--- config.mk ---
export PLATFORM = sky130hd
export DESIGN_NAME = seven_segment_frame_encoder
export DESIGN_NICKNAME = d
export VERILOG_FILES = /design/src/rtl/ssfe_pkg.sv /design/src/rtl/ssfe_digit_pipe.sv /design/src/rtl/ssfe_frame_ser.sv /design/src/rtl/seven_segment_frame_encoder.sv
export SDC_FILE = /design/constraint.sdc
export NUM_CORES = 1
export LEC_CHECK = 0
export ABC_AREA = 1
export BUFFER_PORTS_ARGS = -buffer_cell sky130_fd_sc_hd__buf_2
export CAP_MARGIN = 20
export CORE_ASPECT_RATIO = 1.75
export CORE_UTILIZATION = 25
export DETAILED_ROUTE_END_ITERATION = 8
export PLACE_DENSITY_LB_ADDON = 0.12
export SYNTH_ARGS = -nofsm -noshare
export SYNTH_HDL_FRONTEND = slang
export SYNTH_SLANG_ARGS = --single-unit
--- constraint.sdc ---
create_clock -name i_clk -period 6.6 [get_ports i_clk]
set_clock_uncertainty 0.05 [all_clocks]
set_input_delay 1.98 -clock i_clk [delete_from_list [all_inputs] [get_ports i_clk]]
set_output_delay 1.98 -clock i_clk [all_outputs]
set_load 0.02 [all_outputs]
--- src/rtl/ssfe_pkg.sv ---
package ssfe_pkg;

    // Request and result payloads
    typedef struct packed {
        logic [13:0] display_value;
        logic        colon_on;
    } t_req;

    typedef struct packed {
        logic [7:0] bus_byte;
        logic       start_before;
        logic       stop_after;
        logic       last_byte;
    } t_rsp;

    // Four BCD digits, most significant in slot 0
    typedef struct packed {
        logic [3:0][3:0] digs;
        logic            colon;
    } t_digits;

    localparam logic [13:0] MAX_SHOWN   = 14'd9999;
    localparam logic [13:0] W_THOUSAND  = 14'd1000;
    localparam logic [13:0] W_HUNDRED   = 14'd100;
    localparam logic [13:0] W_TEN       = 14'd10;

    localparam logic [7:0] CMD_DATA    = 8'h40;
    localparam logic [7:0] CMD_ADDR    = 8'hC0;
    localparam logic [7:0] CMD_DISPLAY = 8'h80;
    localparam logic [7:0] DISPLAY_ON  = 8'h08;
    localparam logic [7:0] COLON_BIT   = 8'h80;

    // Byte slots within one request
    localparam logic [2:0] SLOT_DATA  = 3'd0;
    localparam logic [2:0] SLOT_ADDR  = 3'd1;
    localparam logic [2:0] SLOT_DIG0  = 3'd2;
    localparam logic [2:0] SLOT_DIG1  = 3'd3;
    localparam logic [2:0] SLOT_DIG2  = 3'd4;
    localparam logic [2:0] SLOT_DIG3  = 3'd5;
    localparam logic [2:0] SLOT_DISP  = 3'd6;

    // Digit of v at weight w, with v below ten times w
    function automatic logic [3:0] digit_at(input logic [13:0] v, input logic [13:0] w);
        logic [3:0] d;
        d = 4'd0;
        for (int k = 1; k < 10; k++) begin
            if (v >= 14'(k) * w) begin
                d = 4'(k);
            end
        end
        return d;
    endfunction

    function automatic logic [7:0] seg_map(input logic [3:0] d);
        logic [7:0] s;
        unique case (d)
            4'd0:    s = 8'h3F;
            4'd1:    s = 8'h06;
            4'd2:    s = 8'h5B;
            4'd3:    s = 8'h4F;
            4'd4:    s = 8'h66;
            4'd5:    s = 8'h6D;
            4'd6:    s = 8'h7D;
            4'd7:    s = 8'h07;
            4'd8:    s = 8'h7F;
            4'd9:    s = 8'h6F;
            default: s = 8'h00;
        endcase
        return s;
    endfunction

endpackage

--- src/rtl/ssfe_digit_pipe.sv ---
module ssfe_digit_pipe
    import ssfe_pkg::*;
(
    input  logic    i_clk,
    input  logic    i_rst_n,
    input  logic    i_valid,
    output logic    o_ready,
    input  t_req    i_req,
    output logic    o_valid,
    input  logic    i_ready,
    output t_digits o_dig
);

    logic        r_v1, r_v2, r_v3;
    logic        en1, en2, en3;

    logic [3:0]  r_th1;
    logic [9:0]  r_rem1;
    logic        r_col1;

    logic [3:0]  r_th2, r_hu2;
    logic [6:0]  r_rem2;
    logic        r_col2;

    t_digits     r_dig3;

    logic [13:0] sat_v;
    logic [3:0]  n_th, n_hu, n_te;
    logic [13:0] rem1_full, rem2_full, one_full;

    assign en3 = !r_v3 || i_ready;
    assign en2 = !r_v2 || en3;
    assign en1 = !r_v1 || en2;
    assign o_ready = en1;

    // Stage 1: saturate, thousands digit
    always_comb begin
        sat_v     = (i_req.display_value > MAX_SHOWN) ? MAX_SHOWN : i_req.display_value;
        n_th      = digit_at(sat_v, W_THOUSAND);
        rem1_full = sat_v - 14'(n_th) * W_THOUSAND;
    end

    // Stage 2: hundreds digit
    always_comb begin
        n_hu      = digit_at(14'(r_rem1), W_HUNDRED);
        rem2_full = 14'(r_rem1) - 14'(n_hu) * W_HUNDRED;
    end

    // Stage 3: tens and ones
    always_comb begin
        n_te     = digit_at(14'(r_rem2), W_TEN);
        one_full = 14'(r_rem2) - 14'(n_te) * W_TEN;
    end

    always_ff @(posedge i_clk) begin
        if (!i_rst_n) begin
            r_v1 <= 1'b0;
            r_v2 <= 1'b0;
            r_v3 <= 1'b0;
        end else begin
            if (en1) r_v1 <= i_valid;
            if (en2) r_v2 <= r_v1;
            if (en3) r_v3 <= r_v2;
        end
    end

    always_ff @(posedge i_clk) begin
        if (en1) begin
            r_th1  <= n_th;
            r_rem1 <= rem1_full[9:0];
            r_col1 <= i_req.colon_on;
        end
        if (en2) begin
            r_th2  <= r_th1;
            r_hu2  <= n_hu;
            r_rem2 <= rem2_full[6:0];
            r_col2 <= r_col1;
        end
        if (en3) begin
            r_dig3.digs[0] <= r_th2;
            r_dig3.digs[1] <= r_hu2;
            r_dig3.digs[2] <= n_te;
            r_dig3.digs[3] <= one_full[3:0];
            r_dig3.colon   <= r_col2;
        end
    end

    assign o_valid = r_v3;
    assign o_dig   = r_dig3;

endmodule

--- src/rtl/ssfe_frame_ser.sv ---
module ssfe_frame_ser
    import ssfe_pkg::*;
(
    input  logic       i_clk,
    input  logic       i_rst_n,
    input  logic       i_valid,
    output logic       o_ready,
    input  t_digits    i_dig,
    input  logic [2:0] i_brightness,
    output logic       o_valid,
    input  logic       i_ready,
    output t_rsp       o_rsp
);

    logic       r_hv;
    t_digits    r_hold;
    logic [2:0] r_idx;
    logic       r_ov;
    t_rsp       r_out;

    logic       out_en, take, at_last, load;
    t_rsp       n_out;

    assign out_en  = !r_ov || i_ready;
    assign take    = r_hv && out_en;
    assign at_last = (r_idx == SLOT_DISP);
    assign o_ready = !r_hv || (take && at_last);
    assign load    = i_valid && o_ready;

    always_comb begin
        n_out = '0;
        unique case (r_idx)
            SLOT_DATA: begin
                n_out.bus_byte     = CMD_DATA;
                n_out.start_before = 1'b1;
                n_out.stop_after   = 1'b1;
            end
            SLOT_ADDR: begin
                n_out.bus_byte     = CMD_ADDR;
                n_out.start_before = 1'b1;
            end
            SLOT_DIG0: n_out.bus_byte = seg_map(r_hold.digs[0]);
            SLOT_DIG1: n_out.bus_byte = seg_map(r_hold.digs[1])
                                        | (r_hold.colon ? COLON_BIT : 8'h00);
            SLOT_DIG2: n_out.bus_byte = seg_map(r_hold.digs[2]);
            SLOT_DIG3: begin
                n_out.bus_byte   = seg_map(r_hold.digs[3]);
                n_out.stop_after = 1'b1;
            end
            SLOT_DISP: begin
                n_out.bus_byte     = CMD_DISPLAY | DISPLAY_ON | {5'd0, i_brightness};
                n_out.start_before = 1'b1;
                n_out.stop_after   = 1'b1;
                n_out.last_byte    = 1'b1;
            end
            default: n_out = '0;
        endcase
    end

    always_ff @(posedge i_clk) begin
        if (!i_rst_n) begin
            r_hv  <= 1'b0;
            r_idx <= SLOT_DATA;
            r_ov  <= 1'b0;
        end else begin
            if (take) begin
                r_idx <= at_last ? SLOT_DATA : r_idx + 3'd1;
                r_hv  <= !at_last;
            end
            if (load) begin
                r_hv <= 1'b1;
            end
            if (out_en) begin
                r_ov <= take;
            end
        end
    end

    always_ff @(posedge i_clk) begin
        if (load) r_hold <= i_dig;
        if (take) r_out  <= n_out;
    end

    assign o_valid = r_ov;
    assign o_rsp   = r_out;

endmodule

--- src/rtl/seven_segment_frame_encoder.sv ---
// Seven-segment frame encoder for a four-digit two-wire display driver.
//
// Request channel (i_req_valid / o_req_ready / i_req): one display request
// carries a 14-bit value and a colon flag. Values above 9999 show as 9999.
// Response channel (o_rsp_valid / i_rsp_ready / o_rsp): every request yields
// seven bus bytes in order: data command, address, four segment bytes,
// display-on command. Each byte carries its start/stop framing, and the
// seventh is marked last_byte.
// Config channel (i_cfg_valid / o_cfg_ready / i_cfg_data): writes the
// 3-bit brightness level, reset value 7; always ready. Write it only idle.
//
// The first byte of a request passes the three digit-split stages, a hold buffer
// and the output register before it appears.
// Throughput: one byte per cycle while the receiver is ready, set by the output
// port's single byte per cycle. Up to four requests queue in the digit pipeline
// and hold buffer while bytes drain.
// Reset (synchronous, active low) empties all stages and restores brightness.
// A stalled receiver holds the output byte; backpressure stops the pipeline
// stage by stage with nothing dropped or repeated.
module seven_segment_frame_encoder
    import ssfe_pkg::*;
(
    input  logic       i_clk,
    input  logic       i_rst_n,
    input  logic       i_req_valid,
    output logic       o_req_ready,
    input  t_req       i_req,
    output logic       o_rsp_valid,
    input  logic       i_rsp_ready,
    output t_rsp       o_rsp,
    input  logic       i_cfg_valid,
    output logic       o_cfg_ready,
    input  logic [2:0] i_cfg_data
);

    logic       r_brightness;
    logic [2:0] r_bright;
    logic       dig_valid, dig_ready;
    t_digits    dig;

    // Brightness register: always accept writes
    assign o_cfg_ready = 1'b1;

    always_ff @(posedge i_clk) begin
        if (!i_rst_n) begin
            r_bright     <= 3'd7;
            r_brightness <= 1'b0;
        end else if (i_cfg_valid) begin
            r_bright     <= i_cfg_data;
            r_brightness <= 1'b1;
        end
    end

    // Split the saturated value into four digits over three stages
    ssfe_digit_pipe u_pipe (
        .i_clk   (i_clk),
        .i_rst_n (i_rst_n),
        .i_valid (i_req_valid),
        .o_ready (o_req_ready),
        .i_req   (i_req),
        .o_valid (dig_valid),
        .i_ready (dig_ready),
        .o_dig   (dig)
    );

    // Hold one request and stream its seven framed bytes
    ssfe_frame_ser u_ser (
        .i_clk        (i_clk),
        .i_rst_n      (i_rst_n),
        .i_valid      (dig_valid),
        .o_ready      (dig_ready),
        .i_dig        (dig),
        .i_brightness (r_bright),
        .o_valid      (o_rsp_valid),
        .i_ready      (i_rsp_ready),
        .o_rsp        (o_rsp)
    );

    // Within a request, bytes follow back to back once the receiver takes one
    a_burst_continues: assert property (@(posedge i_clk) disable iff (!i_rst_n)
        o_rsp_valid && i_rsp_ready && !o_rsp.last_byte |=> o_rsp_valid)
        else $error("response burst broke before last byte");

    // The last byte is always the display command, framed on both sides
    a_last_is_display: assert property (@(posedge i_clk) disable iff (!i_rst_n)
        o_rsp_valid && o_rsp.last_byte |->
            o_rsp.start_before && o_rsp.stop_after && o_rsp.bus_byte[7:3] == 5'b10001)
        else $error("last byte is not a framed display command");

    // A response starting a frame without stopping it is the address command
    a_open_frame_addr: assert property (@(posedge i_clk) disable iff (!i_rst_n)
        o_rsp_valid && o_rsp.start_before && !o_rsp.stop_after |->
            o_rsp.bus_byte == CMD_ADDR)
        else $error("open frame without address command");

    // Reset empties the output stage
    a_reset_empty: assert property (@(posedge i_clk)
        !i_rst_n |=> !o_rsp_valid)
        else $error("response valid right after reset");

    // Config write lands in the brightness register
    a_cfg_write: assert property (@(posedge i_clk) disable iff (!i_rst_n)
        i_cfg_valid && o_cfg_ready |=> r_brightness && r_bright == $past(i_cfg_data))
        else $error("brightness write lost");

endmodule
# Word-level counts from Yosys, hierarchy flattened
# Memories as Yosys holds them, arrays and structs flattened. A register that Yosys moved wholly into a read port is not among the register bits.
# Cells that the tools add are included.
[op_classes]
n_addsub = 4
n_mul = 3
n_lt_le_gt_ge = 28
eq_ne = 6
mux = 41
bitwise = 1
reduce_logical = 18
[op_table]
columns = ["op", "count"]
rows = [
  ["$ge A14 B13 Y1 const B", 4],
  ["$pmux W8 S7", 1],
  ["$ge A10 B10 Y1 const B", 4],
  ["$mux W4", 10],
  ["$mux W3", 13],
  ["$ge A10 B9 Y1 const B", 3],
  ["$ge A14 B12 Y1 const B", 2],
  ["$ge A7 B6 Y1 const B", 3],
  ["$ge A7 B7 Y1 const B", 3],
  ["$mux W8", 2],
  ["$ge A14 B10 Y1 const B", 1],
  ["$ge A14 B11 Y1 const B", 1],
  ["$ge A14 B14 Y1 const B", 1],
  ["$ge A7 B5 Y1 const B", 2],
  ["$gt A14 B14 Y1 const B", 1],
  ["$mux W14", 1],
  ["$mux W2", 6],
  ["$ge A10 B7 Y1 const B", 1],
  ["$ge A10 B8 Y1 const B", 1],
  ["$sub A10 B10 Y10", 1],
  ["$eq A3 B3 Y1 const B", 3],
  ["$mux W1", 8],
  ["$or A8 B8 Y8", 1],
  ["$ge A7 B4 Y1 const B", 1],
  ["other kinds (14)", 27],
]
[word_totals]
ff_bits = 87
mem_bits_ro = 448
input_bits = 23
output_inout_bits = 14
wordCells = 133
n_memories = 4
[memory_table]
columns = ["memory", "depth", "word_bits", "rd", "rd_ports_with_merged_regs", "write_ports", "line", "source"]
rows = [
  ["(no name shown)", 16, 7, 1, 1, 0, "ssfe_pkg.sv:56", "unique case (d)"],
  ["(no name shown)", 16, 7, 1, 1, 0, "ssfe_pkg.sv:56", ""],
  ["(no name shown)", 16, 7, 1, 1, 0, "ssfe_pkg.sv:56", ""],
  ["(no name shown)", 16, 7, 1, 1, 0, "ssfe_pkg.sv:56", ""],
]

# Logic depth before layout (Yosys ltp)
[depth]
ltp_word = 14
mapped_depth = 33
depth_no_buf = 32

# Hierarchy
# A second synthesis with hierarchy kept.
[hier_totals]
hier_cells = 722
area_unflattened_um2 = 6428.7
[modules_own_cells]
columns = ["mod", "instances", "cells_per_inst", "area_per_inst_um2", "seq_area_each_um2"]
rows = [
  ["ssfe_digit_pipe", 1, 348, 3164.3, 1501.4],
  ["ssfe_frame_ser", 1, 359, 3151.8, 1501.4],
  ["seven_segment_frame_encoder", 1, 15, 112.6, 60.1],
]

# Worst setup path after synthesis
# Ideal clock, no wire load.
[synth_path]
kind = "input-to-reg"
from = "in i_req[12] (netlist name)"
to = "reg u_pipe.r_rem1[9] (data pin)"
setup_time_ns = 0.249
t_arrival_ns = 5.833
required_time_ns = 6.301
setup_slack_ns = 0.467
path_stages = 25
n_path_buf = 2
cell_sequence = "clkbuf_1 -> nor2_2 -> nand2_2 -> nand2_2 -> buf_6 -> nand2_1 -> nand2_1 -> a31oi_1 -> inv_1 -> a21oi_1 -> fa_1 -> inv_1 -> fa_1 -> inv_1 -> ha_1 -> xnor2_1 -> ha_1 -> nand2_1 -> o21ai_1 -> inv_1 -> or2_1 -> nand2_1 -> nand3_1 -> nand2_1 -> inv_1"
[synth_between]
word_cells_on_any_way = 22
classes_between = "1 x add/sub; 1 x mul; 10 x order compare; 10 x mux"
[synth_lines]
columns = ["item", "line", "source"]
rows = [
  ["from (decl)", "seven_segment_frame_encoder.sv:27", "input t_req i_req,"],
  ["$gt A14 B14 Y1", "ssfe_digit_pipe.sv:38", "sat_v = (i_req.display_value > MAX_SHOWN) ? MAX_SHOWN : i_req.display_value;"],
  ["$mux W14 *", "ssfe_digit_pipe.sv:38", ""],
  ["$ge A14 B13 Y1", "ssfe_pkg.sv:47", "if (v >= 14'(k) * w) begin"],
  ["$mux W4", "ssfe_pkg.sv:47", ""],
  ["$mux W4 *", "ssfe_pkg.sv:47", ""],
  ["via u_pipe.n_th[3]", "ssfe_digit_pipe.sv:28", "logic [3:0] n_th, n_hu, n_te;"],
  ["$mul A4 B7 Y7 *", "ssfe_digit_pipe.sv:40", "rem1_full = sat_v - 14'(n_th) * W_THOUSAND;"],
  ["$sub A10 B10 Y10 *", "ssfe_digit_pipe.sv:40", ""],
  ["via u_pipe.rem1_full[9]", "ssfe_digit_pipe.sv:29", "logic [13:0] rem1_full, rem2_full, one_full;"],
  ["to (signal assigned)", "ssfe_digit_pipe.sv:70", "r_rem1 <= rem1_full[9:0];"],
  ["to (decl)", "ssfe_digit_pipe.sv:18", "logic [9:0] r_rem1;"],
]
# Mark *: on every way through the listed nets, which the timed path passes. The rest lies on a longest branch.
# A chain may end at the register's enable or synchronous reset.

# Final worst setup path
[layout_path]
from = "in i_req[11] (netlist name)"
to = "reg u_pipe.r_rem1[9] (data pin)"
[layout_between]
word_cells_on_any_way = 22
classes_between = "1 x add/sub; 1 x mul; 10 x order compare; 10 x mux"
[layout_lines]
columns = ["item", "line"]
rows = [
  ["$gt A14 B14 Y1", "ssfe_digit_pipe.sv:38"],
  ["$mux W14 *", "ssfe_digit_pipe.sv:38"],
  ["$ge A14 B11 Y1", "ssfe_pkg.sv:47"],
  ["$mux W2 (2 in a row)", "ssfe_pkg.sv:47"],
  ["$mux W3 (4 in a row)", "ssfe_pkg.sv:47"],
  ["$mux W4", "ssfe_pkg.sv:47"],
  ["$mux W4 *", "ssfe_pkg.sv:47"],
  ["via u_pipe.n_th[1]", "ssfe_digit_pipe.sv:28"],
  ["$mul A4 B7 Y7 *", "ssfe_digit_pipe.sv:40"],
  ["$sub A10 B10 Y10 *", "ssfe_digit_pipe.sv:40"],
  ["via u_pipe.rem1_full[9]", "ssfe_digit_pipe.sv:29"],
]
# Marks and branches as above.

==> results by group <==
Worst setup path
  – Req. time, crit path: 6.72 ns
  – Crit. End Element: flip-flop
  – Worst path max stage delay: 0.53 ns
  – CP Max Fanout: 13
  – Critical path's slowest cell: fa_1
  – Setup slack, reg-to-reg: 3.26 ns
  – Worst Path Arrival: 6.12 ns
  – Worst path bufs/invs: 7
  – Reg2reg start: u_pipe.r_rem1[5]
  – RR Endpoint: u_pipe.r_rem2[6]
  – Crit-path leading delay family: adder cells
  – R2r worst-path depth: 19
  – Worst setup SP type: input pin
  – Kind of critical path: in -> reg

Synthesis
  – Number of distinct library cells after synthesis: 51
  – Area leader, netlist: edfxtp_1
  – Commonest cells in the netlist: 143 x nand2_1, 83 x inv_1, 76 x edfxtp_1, 43 x ha_1, 42 x nor2_1
  – Largest cells by area after synthesis: edfxtp_1 36%, dfxtp_1 12%, ha_1 8.6%
  – Top-count cell post-synth: nand2_1
  – Post-Syn Area: 6285 µm²
  – Post-synth top area share: 36.31%
  – EDFF count, synth: 76
  – Ys async rst share: 0%
  – Synth Flop Type: edfxtp_1
  – Syn_area_per_cell: 9.465 µm²
  – Ys Warns: 0
  – Post-Synthesis Cells: 664
  – Yosys reg bits: 115
  – Sequential cell area fraction in the yosys report: 48.74%
  – Post-synth net total: 737

Clocking
  – Cts repair resizes: 0
  – Clk buf depth: 2
  – Root Buffer Master: clkbuf_16
  – Post-CTS setup buffers: 0
  – CTS H-Tree Depth: 4
  – Clock transition time at the flip-flop clock pins of the worst setup and hold paths: 0.05 ns
  – Num CTS Buffers: 17
  – Post-CTS Hold Buffers: 0
  – CTS tree: built
  – Clk sinks: 115
  – Clk_lat worst skew: 0.41 ns

Global routing
  – Pin count of the biggest net entering global routing: 35
  – Met2 GRT Util: 21.68%
  – First-pass GRT wire length: 21,450 µm
  – Remaining global-route overflow: 0
  – Vias in the first global route: 4,661
  – Grt peak-use layer: met2
  – GR Util All Layers: 10.91%
  – Initial antenna violation count: 0
  – Met1 GRT Util: 9.282%
  – Grt met3 use: 2.344%

Pwr
  – Pwr Total: 2766 µW
  – PwrDens: 371.9 nW/µm²
  – P_leak: 0.003286 µW
  – Worst ir drop on vdd: 0.0001959 V

Timing
  – Ratio of final minimum period to clock period: 91.00%
  – TNS Setup: 0 ns
  – Final hold violations: 0
  – Final worst setup slack: 0.5939 ns
  – Rel. slew slack: 53.57%
  – RSZ-0062 raised after global routing: false
  – Slew Viols, Final: 0
  – Minimum clock period after layout: 6.006 ns
  – Tightest Pin Transition: 0.6957 ns
  – FMAX: 0.1665 GHz
  – Setup violators final: 0

Floorplanning
  – Chip width: 121.9 µm
  – Initial Util: 25.52%
  – Die Y: 211.7 µm
  – FP Rows: 76
  – Die Area: 25,800 µm²
  – Core area: 24,630 µm²
  – Top Ports: 37

Final layout
  – Nets: 787
  – Filler instances: 2,566
  – Area delta synth->final: 18.34%
  – Inserted Diodes: 0
  – Area of the multi-input gates: 2791 µm²
  – Post-route cell area: 7437 µm²
  – Reg area: 3063 µm²
  – Share of layout cells above drive strength 1: 17.06%
  – Final core utilization: 30.20%

Placed design
  – Area after DPL: 6823 µm²
  – Final GP Congestion: 0.8590
  – Post-Place Setup Slack: 0.1398 ns
  – DP HPWL: 10,450 µm
  – PortBufs: 35

Outcome
  – Status: complete, no violations

Min path
  – Hold path depth: 0
  – Hold Crit Class: reg -> reg
  – Worst Hold End: u_pipe.o_dig[7]
  – Hold Startpoint: u_pipe.r_hu2[2]

Routing
  – Detailed Route Iter0 Violations: 265
  – Number of remaining DRC errors: 0
  – Drt total wl: 13,060 µm
  – DR WL/cell: 12.57 µm
  – Vias per inst: 4.327
  – Detailed Routing Iterations Pass 1: 4
  – Vias: 4,496
  – Post-DRT Antenna Nets: 0

Run
  – # Max-Cap Violations: 0
## placed cells by master, fill, tap and decap left out, types with 2 or more instances in the layout
| cell | count |
|---|---|
| clkinv_2 | 2 |
| xnor2_1 | 10 |
| o211ai_1 | 5 |
| xor2_1 | 8 |
| nor3_1 | 7 |
| a211oi_1 | 3 |
| a22oi_1 | 4 |
| nand2_2 | 4 |
| clkbuf_16 | 21 |
| nand3_1 | 21 |
| fa_1 | 7 |
| clkbuf_1 | 3 |
| o21ai_1 | 4 |
| nand2_1 | 143 |
| o21ai_2 | 6 |
| edfxtp_1 | 76 |
| or2_1 | 12 |
| or2_4 | 2 |
| inv_1 | 83 |
| inv_2 | 14 |
| o21ai_4 | 7 |
| nor2_2 | 2 |
| dfxtp_1 | 39 |
| nor2_1 | 42 |
| a21oi_1 | 27 |
| a31oi_1 | 9 |
| o2111ai_1 | 2 |
| buf_4 | 4 |
| ha_1 | 43 |
| nand4_1 | 9 |
| nor2_8 | 2 |
| o22ai_1 | 2 |
| clkinv_1 | 2 |
| or2_2 | 13 |
| buf_2 | 35 |
| nor3_2 | 2 |
| o21ai_0 | 33 |
## report_power, final
part	switching (µW)	leakage (µW)	internal, µW
Clock	315	0.000299	614
Sequential	95.3	0.00109	969
Combinational	458	0.00190	314
## worst register-to-register path, stage by stage (launching register included)
cell	delay [ns]
edfxtp_1	0.48
nor2_1	0.25
nand2_1	0.10
a21oi_1	0.13
inv_1	0.07
o21ai_0	0.17
a22o_1	0.14
nand2_1	0.05
nand3_1	0.07
nand2_1	0.05
nand2_1	0.16
ha_1	0.26
inv_1	0.05
ha_1	0.25
a21oi_1	0.14
o21ai_0	0.11
xor2_1	0.16
xor2_1	0.18
xnor2_1	0.18
inv_1	0.05
## worst max-delay path by stage
stage                   start               end  slack, ns  depth (start not counted)
floorplan           i_req[12]  u_pipe.r_rem1[9]       0.47                         25
global placement    i_req[11]  u_pipe.r_rem1[9]       0.28                         27
detailed placement  i_req[11]  u_pipe.r_rem1[9]       0.14                         27
CTS                 i_req[11]  u_pipe.r_rem1[9]       0.58                         27
global route        i_req[11]  u_pipe.r_rem1[9]       0.24                         26
finish              i_req[11]  u_pipe.r_rem1[9]       0.59                         27
## cells by family (layout without fill, tap and decap cells)
| logic type | Yosys count | count (layout) | synth area share (%) |
|---|---|---|---|
| other | 1 | 1 | 0.05967 |
| AND/OR/NAND/NOR | 264 | 264 | 19.25 |
| flip-flops | 115 | 115 | 48.74 |
| multiplexers | 1 | 1 | 0.2189 |
| AO/OA/AOI/OAI | 109 | 109 | 11.59 |
| buffers and inverters | 106 | 169 | 6.848 |
| adder cells (fa/ha/maj) | 50 | 50 | 10.79 |
| XOR/XNOR | 18 | 18 | 2.508 |
## metrics by stage
step	hold WS, ns	instances
after global placement	0.3540	1007
after global routing	0.3753	1039
after CTS	0.3678	1039
final	0.3658	1039
after floorplan	0.3503	664
after detailed placement	0.3545	1007
## metal layers
metal  up-vias  part of all wire [%]
met5         -                     0
met4         0                   4.6
met3        30                   2.6
met2        91                    58
met1      2067                    34
li1       2308                     -
## cell type report
type                            instances  area share (%)
Clock buffer                           25           7.402
Tap cell                              312           5.249
Sequential cell                       115           41.18
Inverter                               98           5.013
Multi-Input combinational cell        443           37.53
Timing Repair Buffer                   39           2.759
Clock inverter                          7          0.8580
Note: power is estimated with default switching activity, not from simulation.
